## src/hw/rtl/fupd_pkg.sv

```systemverilog
// shared types, constants and helper functions of the uri-list percent decoder
package fupd_pkg;

    // default depth of the queue between the front and back parts
    localparam int QUEUE_DEPTH = 4;

    // length of the "file://" prefix, also the count value that means matched
    localparam logic [2:0] PREFIX_LEN = 3'd7;

    localparam logic [7:0] CHAR_NUL     = 8'h00;
    localparam logic [7:0] CHAR_LF      = 8'h0A;
    localparam logic [7:0] CHAR_CR      = 8'h0D;
    localparam logic [7:0] CHAR_PERCENT = 8'h25;

    // one classified input item as it sits in the queue
    typedef struct packed {
        logic [7:0] byte_val;
        logic       eod;
        logic       term;
        logic       pct;
        logic       hex_ok;
        logic [3:0] hex_val;
    } item_t;

    // escape decoder phases
    typedef enum logic [2:0] {
        ESC_SEARCH = 3'b001,
        ESC_PCT    = 3'b010,
        ESC_DIGIT  = 3'b100
    } esc_state_t;

    typedef struct packed {
        logic       ok;
        logic [3:0] val;
    } hex_t;

    // expected byte at each position of "file://"
    function automatic logic [7:0] prefix_char(input logic [2:0] idx);
        logic [7:0] c;
        c = 8'h00;
        unique case (idx)
            3'd0: c = 8'h66;  // f
            3'd1: c = 8'h69;  // i
            3'd2: c = 8'h6C;  // l
            3'd3: c = 8'h65;  // e
            3'd4: c = 8'h3A;  // :
            3'd5: c = 8'h2F;  // /
            3'd6: c = 8'h2F;  // /
            default: c = 8'h00;
        endcase
        return c;
    endfunction

    // hex digit value of an ascii byte
    function automatic hex_t hex_decode(input logic [7:0] b);
        hex_t h;
        h.ok  = 1'b0;
        h.val = 4'h0;
        priority if (b >= 8'h30 && b <= 8'h39) begin
            h.ok  = 1'b1;
            h.val = 4'(b - 8'h30);
        end else if (b >= 8'h61 && b <= 8'h66) begin
            h.ok  = 1'b1;
            h.val = 4'(b - 8'h57);
        end else if (b >= 8'h41 && b <= 8'h46) begin
            h.ok  = 1'b1;
            h.val = 4'(b - 8'h37);
        end else begin
            h.ok  = 1'b0;
        end
        return h;
    endfunction

endpackage

```

## src/hw/rtl/fupd_front.sv

```systemverilog
// front part: accepts input items and classifies each byte
module fupd_front (
    input  logic              s_tvalid,
    output logic              s_tready,
    input  logic [7:0]        s_tdata,
    input  logic              s_tlast,
    input  logic              q_full,
    output logic              q_push,
    output fupd_pkg::item_t   q_item
);

    fupd_pkg::hex_t hex;

    assign s_tready = !q_full;
    assign q_push   = s_tvalid && !q_full;
    assign hex      = fupd_pkg::hex_decode(s_tdata);

    always_comb begin
        q_item.byte_val = s_tdata;
        q_item.eod      = s_tlast;
        q_item.term     = (s_tdata == fupd_pkg::CHAR_NUL) || (s_tdata == fupd_pkg::CHAR_LF)
                          || (s_tdata == fupd_pkg::CHAR_CR);
        q_item.pct      = (s_tdata == fupd_pkg::CHAR_PERCENT);
        q_item.hex_ok   = hex.ok;
        q_item.hex_val  = hex.val;
    end

endmodule

```

## src/hw/rtl/fupd_fifo.sv

```systemverilog
// short queue of classified items between front and back
module fupd_fifo #(
    parameter int DEPTH = fupd_pkg::QUEUE_DEPTH
) (
    input  logic              aclk,
    input  logic              aresetn,
    input  logic              push,
    input  fupd_pkg::item_t   push_item,
    output logic              full,
    input  logic              pop,
    output logic              not_empty,
    output fupd_pkg::item_t   pop_item
);

    localparam int PTR_W = (DEPTH > 1) ? $clog2(DEPTH) : 1;
    localparam int CNT_W = $clog2(DEPTH + 1);

    fupd_pkg::item_t  slot_reg [DEPTH];
    logic [PTR_W-1:0] wr_ptr_reg, wr_ptr_next;
    logic [PTR_W-1:0] rd_ptr_reg, rd_ptr_next;
    logic [CNT_W-1:0] count_reg, count_next;

    assign full      = (count_reg == CNT_W'(DEPTH));
    assign not_empty = (count_reg != '0);
    assign pop_item  = slot_reg[rd_ptr_reg];

    always_comb begin
        wr_ptr_next = wr_ptr_reg;
        rd_ptr_next = rd_ptr_reg;
        count_next  = count_reg;
        if (push) begin
            wr_ptr_next = (wr_ptr_reg == PTR_W'(DEPTH - 1)) ? '0 : wr_ptr_reg + 1'b1;
        end
        if (pop) begin
            rd_ptr_next = (rd_ptr_reg == PTR_W'(DEPTH - 1)) ? '0 : rd_ptr_reg + 1'b1;
        end
        if (push && !pop) begin
            count_next = count_reg + 1'b1;
        end else if (pop && !push) begin
            count_next = count_reg - 1'b1;
        end
    end

    always_ff @(posedge aclk) begin
        if (!aresetn) begin
            wr_ptr_reg <= '0;
            rd_ptr_reg <= '0;
            count_reg  <= '0;
        end else begin
            wr_ptr_reg <= wr_ptr_next;
            rd_ptr_reg <= rd_ptr_next;
            count_reg  <= count_next;
        end
    end

    always_ff @(posedge aclk) begin
        if (push) begin
            slot_reg[wr_ptr_reg] <= push_item;
        end
    end

endmodule

```

## src/hw/rtl/fupd_back.sv

```systemverilog
// back part: line filter, escape decoder and output register
module fupd_back (
    input  logic              aclk,
    input  logic              aresetn,
    input  logic              q_not_empty,
    input  fupd_pkg::item_t   q_item,
    output logic              q_pop,
    output logic              m_tvalid,
    input  logic              m_tready,
    output logic [7:0]        m_tdata,
    output logic              m_tuser,
    output logic              m_tlast
);

    logic [2:0]             count_reg, count_next;
    logic                   rej_reg, rej_next;
    fupd_pkg::esc_state_t   esc_reg, esc_next;
    logic [3:0]             nib_reg, nib_next;

    logic                   has;
    logic [7:0]             val;
    logic                   pend;
    logic                   search;
    logic [7:0]             escaped;

    logic                   m_valid_reg;
    logic [7:0]             m_data_reg;
    logic                   m_user_reg;
    logic                   m_last_reg;

    assign q_pop   = q_not_empty && (!m_valid_reg || m_tready);
    assign escaped = {nib_reg, q_item.hex_val};

    always_comb begin
        count_next = count_reg;
        rej_next   = rej_reg;
        esc_next   = esc_reg;
        nib_next   = nib_reg;
        has        = 1'b0;
        val        = 8'h00;
        pend       = 1'b0;
        search     = 1'b0;
        if (q_item.term) begin
            pend       = (count_reg == fupd_pkg::PREFIX_LEN) && !rej_reg;
            count_next = '0;
            rej_next   = 1'b0;
            esc_next   = fupd_pkg::ESC_SEARCH;
            nib_next   = 4'h0;
        end else begin
            if (rej_reg) begin
                // rest of a rejected line is ignored
                count_next = count_reg;
            end else if (count_reg != fupd_pkg::PREFIX_LEN) begin
                if (q_item.byte_val == fupd_pkg::prefix_char(count_reg)) begin
                    count_next = count_reg + 1'b1;
                end else begin
                    rej_next = 1'b1;
                end
            end else begin
                unique case (esc_reg)
                    fupd_pkg::ESC_PCT: begin
                        if (q_item.hex_ok) begin
                            nib_next = q_item.hex_val;
                            esc_next = fupd_pkg::ESC_DIGIT;
                        end else begin
                            esc_next = fupd_pkg::ESC_SEARCH;
                        end
                    end
                    fupd_pkg::ESC_DIGIT: begin
                        esc_next = fupd_pkg::ESC_SEARCH;
                        if (q_item.hex_ok) begin
                            // decoded zero is dropped
                            if (escaped != 8'h00) begin
                                has = 1'b1;
                                val = escaped;
                            end
                        end else begin
                            search = 1'b1;
                        end
                    end
                    default: begin
                        esc_next = fupd_pkg::ESC_SEARCH;
                        search   = 1'b1;
                    end
                endcase
                if (search) begin
                    if (q_item.pct) begin
                        esc_next = fupd_pkg::ESC_PCT;
                    end else begin
                        has = 1'b1;
                        val = q_item.byte_val;
                    end
                end
            end
            if (q_item.eod) begin
                pend       = (count_next == fupd_pkg::PREFIX_LEN) && !rej_next;
                count_next = '0;
                rej_next   = 1'b0;
                esc_next   = fupd_pkg::ESC_SEARCH;
                nib_next   = 4'h0;
            end
        end
    end

    always_ff @(posedge aclk) begin
        if (!aresetn) begin
            count_reg   <= '0;
            rej_reg     <= 1'b0;
            esc_reg     <= fupd_pkg::ESC_SEARCH;
            nib_reg     <= 4'h0;
            m_valid_reg <= 1'b0;
        end else begin
            if (q_pop) begin
                count_reg <= count_next;
                rej_reg   <= rej_next;
                esc_reg   <= esc_next;
                nib_reg   <= nib_next;
            end
            if (q_pop && (has || pend)) begin
                m_valid_reg <= 1'b1;
            end else if (m_tready) begin
                m_valid_reg <= 1'b0;
            end
        end
    end

    always_ff @(posedge aclk) begin
        if (q_pop && (has || pend)) begin
            m_data_reg <= val;
            m_user_reg <= has;
            m_last_reg <= pend;
        end
    end

    assign m_tvalid = m_valid_reg;
    assign m_tdata  = m_data_reg;
    assign m_tuser  = m_user_reg;
    assign m_tlast  = m_last_reg;

endmodule

```

## src/hw/rtl/file_uri_list_percent_decoder_top.sv

```systemverilog
// top level of the uri-list percent decoder
// path: an accepted input item is written into the queue, then its result is registered in the output register
// throughput: one item per cycle, sustained while m_tready stays high
// the queue of FIFO_DEPTH items absorbs short output stalls
// reset: synchronous, active low; clears line state, queue and output valid
// no clearing pass, the block takes items in the first cycle after reset
module file_uri_list_percent_decoder_top #(
    parameter int FIFO_DEPTH = fupd_pkg::QUEUE_DEPTH
) (
    input  logic       aclk,
    input  logic       aresetn,
    // input channel
    input  logic       s_tvalid,
    output logic       s_tready,
    input  logic [7:0] s_tdata,    // [7:0] in_byte
    input  logic       s_tlast,    // end_of_drop, a line end follows this byte
    // result channel
    output logic       m_tvalid,
    input  logic       m_tready,
    output logic [7:0] m_tdata,    // [7:0] out_value, zero when no byte
    output logic       m_tuser,    // [0] has_byte
    output logic       m_tlast     // path_end, a kept path ends with this item
);

    // front to queue
    logic              q_push;
    logic              q_full;
    fupd_pkg::item_t   q_push_item;

    // queue to back
    logic              q_pop;
    logic              q_not_empty;
    fupd_pkg::item_t   q_pop_item;

    // front classifies each byte: line terminator, percent sign, hex digit
    fupd_front u_front (
        .s_tvalid (s_tvalid),
        .s_tready (s_tready),
        .s_tdata  (s_tdata),
        .s_tlast  (s_tlast),
        .q_full   (q_full),
        .q_push   (q_push),
        .q_item   (q_push_item)
    );

    // short queue decouples input acceptance from output stalls
    fupd_fifo #(
        .DEPTH (FIFO_DEPTH)
    ) u_fifo (
        .aclk      (aclk),
        .aresetn   (aresetn),
        .push      (q_push),
        .push_item (q_push_item),
        .full      (q_full),
        .pop       (q_pop),
        .not_empty (q_not_empty),
        .pop_item  (q_pop_item)
    );

    // back runs the prefix filter and escape decoder, one item per cycle unless a
    // held result stalls it, and holds the result in an output register
    fupd_back u_back (
        .aclk        (aclk),
        .aresetn     (aresetn),
        .q_not_empty (q_not_empty),
        .q_item      (q_pop_item),
        .q_pop       (q_pop),
        .m_tvalid    (m_tvalid),
        .m_tready    (m_tready),
        .m_tdata     (m_tdata),
        .m_tuser     (m_tuser),
        .m_tlast     (m_tlast)
    );

endmodule

```

## config.mk

```make
export PLATFORM = sky130hd
export DESIGN_NAME = file_uri_list_percent_decoder_top
export DESIGN_NICKNAME = d
export VERILOG_FILES = /design/src/hw/rtl/fupd_pkg.sv /design/src/hw/rtl/fupd_front.sv /design/src/hw/rtl/fupd_fifo.sv /design/src/hw/rtl/fupd_back.sv /design/src/hw/rtl/file_uri_list_percent_decoder_top.sv
export SDC_FILE = /design/constraint.sdc
export NUM_CORES = 1
export LEC_CHECK = 0
export BUFFER_PORTS_ARGS = -buffer_cell sky130_fd_sc_hd__buf_2
export CAP_MARGIN = 20
export CELL_PAD_IN_SITES_DETAIL_PLACEMENT = 1
export CELL_PAD_IN_SITES_GLOBAL_PLACEMENT = 2
export CORE_MARGIN = 1
export CORE_UTILIZATION = 45
export CTS_BUF_LIST = sky130_fd_sc_hd__clkbuf_8
export CTS_CLUSTER_DIAMETER = 50
export DETAILED_ROUTE_END_ITERATION = 7
export PLACE_DENSITY_LB_ADDON = 0.1
export SLEW_MARGIN = 5
export SYNTH_ARGS = -nofsm -noshare
export SYNTH_HDL_FRONTEND = slang
export SYNTH_SLANG_ARGS = --single-unit
```

## constraint.sdc

```tcl
create_clock -name aclk -period 3.7 [get_ports aclk]
set_input_delay 0.185 -clock aclk [delete_from_list [all_inputs] [get_ports aclk]]
set_output_delay 0.185 -clock aclk [all_outputs]
set_load 0.05 [all_outputs]
```

# Yosys cells after proc, flatten, opt, wreduce, memory -nomap -nowiden
# Memory sizes are Yosys's and may differ from the RTL's. A register that Yosys moved wholly into a read port is not among the register bits.
# Index checks and enable logic that the tools add are counted.
totals:
  reg_bits: 29
  latch_bits: 0
  ramBits: 64
  mem_bits_ro: 0
  out_inout_bits: 12
  wordCells: 142
  memories: 1
op_classes:
  n_addsub: 8
  n_mul: 0
  div: 0
  n_lt_le_gt_ge: 6
  n_eq_ne: 20
  n_shift: 0
  n_mux: 64
  bitwise_logic: 0
  reduce_logical: 32
mem_list:
  columns: ["name", "words", "word_bits", "read_ports", "rd_clocked_by_memory_dff", "write_ports", "line", "source"]
  rows:
  - ["u_fifo.slot_reg", 4, 16, 1, 1, 1, "fupd_fifo.sv:18", "fupd_pkg::item_t slot_reg [DEPTH];"]
ops:
  columns: ["op", "count"]
  rows:
  - ["2-to-1 mux 8 bit", 8]
  - ["2-to-1 mux 3 bit", 16]
  - ["one-hot mux 7 bit (6 select lines)", 1]
  - ["2-to-1 mux 4 bit", 7]
  - ["2-to-1 mux 1 bit", 25]
  - ["equality test 3 bit, second input constant", 7]
  - ["equality test 8 x 4 -> 1 bit, second input constant", 2]
  - [">= comparator 8 x 7 -> 1 bit, second input constant", 2]
  - ["<= comparator 8 x 7 -> 1 bit, second input constant", 2]
  - ["logical AND 1 bit", 10]
  - ["2-to-1 mux 5 bit", 2]
  - ["equality test 3 x 2 -> 1 bit, second input constant", 3]
  - ["!= test 3 bit, second input constant", 3]
  - ["nonzero test 3 bit", 3]
  - ["equality test 8 x 6 -> 1 bit, second input constant", 1]
  - ["equality test 8 bit", 1]
  - [">= comparator 8 x 6 -> 1 bit, second input constant", 1]
  - ["<= comparator 8 x 6 -> 1 bit, second input constant", 1]
  - ["zero test 8 bit", 1]
  - ["2-to-1 mux 2 bit", 4]
  - ["nonzero test 8 bit", 1]
  - ["subtractor 4 x 3 -> 4 bit, second input constant", 2]
  - ["adder 3 x 1 -> 3 bit, second input constant", 2]
  - ["zero test 1 bit", 6]
  - ["other kinds (13)", 19]

# Depth between registers and ports, before layout
logic_depth:
  depth_word: 18
  ltp_mapped: 10
  depth_no_buf: 10

# Modules after synthesis
# A second synthesis with hierarchy kept.
unflattened:
  hier_cells: 320
  area_unflattened_um2: 4503.1
modules_own_cells:
  columns: ["module", "instances", "cells_per_inst", "area_per_inst_um2"]
  rows:
  - ["fupd_fifo", 1, 128, 2805.2]
  - ["fupd_back", 1, 147, 1367.6]
  - ["fupd_front", 1, 45, 330.3]

# Least setup slack after synthesis
# Ideal clock, no wire load.
synth_path:
  path_kind: "register to register"
  startpoint: "register (tool-made name)"
  endpoint: "register u_back.m_data_reg[0], in the netlist u_back.m_tdata[0], enable pin"
  arrival_ns: 2.484
  required_time_ns: 3.412
  setup_slack_ns: 0.928
  stages_incl_launch_ff: 9
  n_path_buf: 2
  synth_period_minus_slack_ns: 2.772
  cell_sequence: "dfxtp_1 clkbuf_1 buf_1 mux4_2 or4_1 o21a_1 o21ba_1 o31ai_2 inv_1"
synth_lines:
  columns: ["item", "line", "source"]
  rows:
  - ["end signal, assigned", "fupd_back.sv:129", "m_data_reg <= val;"]
  - ["end, declared", "fupd_back.sv:27", "logic [7:0] m_data_reg;"]

==> metrics.txt <==
outcome=finished, final reports clean; Worst Tran Pin Value=0.853 ns; Async S/R FF share, synth=0; Post-Layout Inst Area=4780 um2; leading area contributor after synthesis=edfxtp_1; core box area=9280 um2; final setup vio count=0; total negative slack=0 ns; Critical Path End Type=flip-flop; top_reg_cell synth=edfxtp_1; Synth top cells by count=edfxtp_1 (74), nor2_1 (32), dfxtp_1 (21); pwr dens=580 nW/um2; layout cells sized above 1=0.148; Mapped Area=4350 um2; IR drop worst, VDD=0.207 mV; Die Ht=100 um; Detail Route Antenna Nets=0; slew margin rel.=0.431; total leakage power=1.71 nW; Synth area leaders=edfxtp_1 (51%), dfxtp_1 (9.7%), mux4_1 (8.5%); Critical Path Fanout Max=10; Clock Tree Buf Depth=2; Gate Count Post-Synth=311; min cycle time layout=3.17 ns; YS warnings=0; Post-synth EDFFs=74; number of I/O port buffers=24; top cell type's share of synthesized area=0.511; GPL Wtd Cong=0.763; vias in the first global route=2,866; Chip Width=100 um; WL final=9410 um; final hold violations=0; Hold Crit Class=input pin to flip-flop; Unique masters post-synth=54; Seq/Total Area, Yosys=0.608; critical setup path kind=flip-flop to flip-flop; TritonCTS Sinks=95; via/cell ratio=5.64; Nets=370; top-count cell post-synth=edfxtp_1; Worst-Skew Late Latency=0.36 ns; largest net degree at the start of global routing=19; area post-placement=4590 um2; I/O pin count=25; initial core utilization=0.468; # hold bufs at CTS=0; TritonRoute pass-1 iters=4; Total GRT Usage=0.207; CTS tree=done; Post-Syn Nets=342; DP Worst Slack=0.527 ns; Synth Register Bits=95; row count=35; DRT iter0 DRCs=57; clk root buf=clkbuf_8; Max Clk Rate=0.315 GHz; RSZ-0062 raised after global routing=false; Synth Area per Inst=14.0 um2; # DRC=0; total CTS buffers=9; area grow syn2layout=9.90%; Slew Viols, Final=0; CTS clk-pin slew, worst paths=0.10 ns; setup bufs post-CTS=0; Final Total Pwr=2.77 mW; via count=2,666; Post-CTS Resized=0; Final WS setup=0.530 ns; Max Cap Violations=0; H-tree depth=3; Largest register FFs=64; HPWL after detailed placement=6740 um; first-pass GRT wire length=15,300 um; crit start category=flip-flop; arrival time worst endpoint=3.19 ns; Crit path required time=3.72 ns; initial antenna violation count=0; grt ovf=0; Period Utilization, post-route=0.857; routed len/inst=19.9 um; clock skew=0.0144 ns; die area=10,100 um2; antenna cells=0
## layout by cell type, fill, tap and decap left out, types with 5 or more instances in the layout
master    netlist  routed
edfxtp_1       74      74
nor2_1         32      32
buf_2           0      24
dfxtp_1        21      21
ha_1           17      17
inv_1          15      15
mux4_1         14      14
nand2_1        13      13
a22oi_1        13      13
a21oi_1        12      12
o21ai_0        11      11
clkbuf_8        0       9
nand2b_1        5       5
nor3_1          5       5
and3_1          5       5
nand3_1         5       5
## per-layer routing
layer	vias to the layer above	wire length, um	track usage
met4	0	59	0.0669
met2	50	4910	0.362
met3	4	248	0.0418
li1	1260	-	-
met5	-	0	0
met1	1352	4190	0.258
## critical path: stages, from the launching register on
cell     delay (ns)
dfxtp_1        0.66
buf_4          0.29
mux4_1         0.66
a21oi_1        0.15
a21oi_1        0.05
o32ai_1        0.26
nor3b_1        0.34
o31ai_2        0.11
inv_1          0.31
## layout make-up
class                   count  area (um2)
flip-flops and latches     95        2640
clock buffers               9         124
inverters                  17        63.8
well taps                 129         161
multi-input cells         190        1580
clock inverters             7        67.6
repair buffers             26         135
fillers                   963        4510
## kinds of logic after synthesis
kind of cell    count (synthesis)  synth area share
flops                          95             0.608
simple gates                   92             0.110
compound gates                 55            0.0864
buf+inv                        26            0.0279
mux                            20             0.104
fa+ha+maj                      18            0.0535
xor+xnor                        5            0.0101
## per-stage QoR
| stage | hold WS [ns] | instances | util |
|---|---|---|---|
| 2_1_floorplan | 0.256 | 311 | - |
| 4_1_cts | 0.0385 | 473 | 0.515 |
| 3_5_place_dp | 0.421 | 457 | 0.494 |
| 6_report | 0.0574 | 473 | 0.515 |
| 3_3_place_gp | 0.403 | 457 | 0.494 |
| 5_1_grt | 0.0459 | 473 | 0.515 |
## power breakdown
| group | leakage, nW | total (mW) | switching (mW) | internal (mW) |
|---|---|---|---|---|
| registers | 0.861 | 1.35 | 0.0934 | 1.25 |
| clock network | 0.0937 | 0.650 | 0.391 | 0.260 |
| logic | 0.755 | 0.772 | 0.432 | 0.341 |
## final timing paths
check	cells past startpoint	slack [ns]	to	from
max	8	0.53	u_back.m_tdata[7]	flip-flop
min	2	0.06	u_back.esc_reg[0]	aresetn
max reg2reg	8	0.53	u_back.m_tdata[7]	flip-flop
min reg2reg	2	0.49	flip-flop	u_fifo.rd_ptr_reg[1]
(Power assumes the default switching activity.)
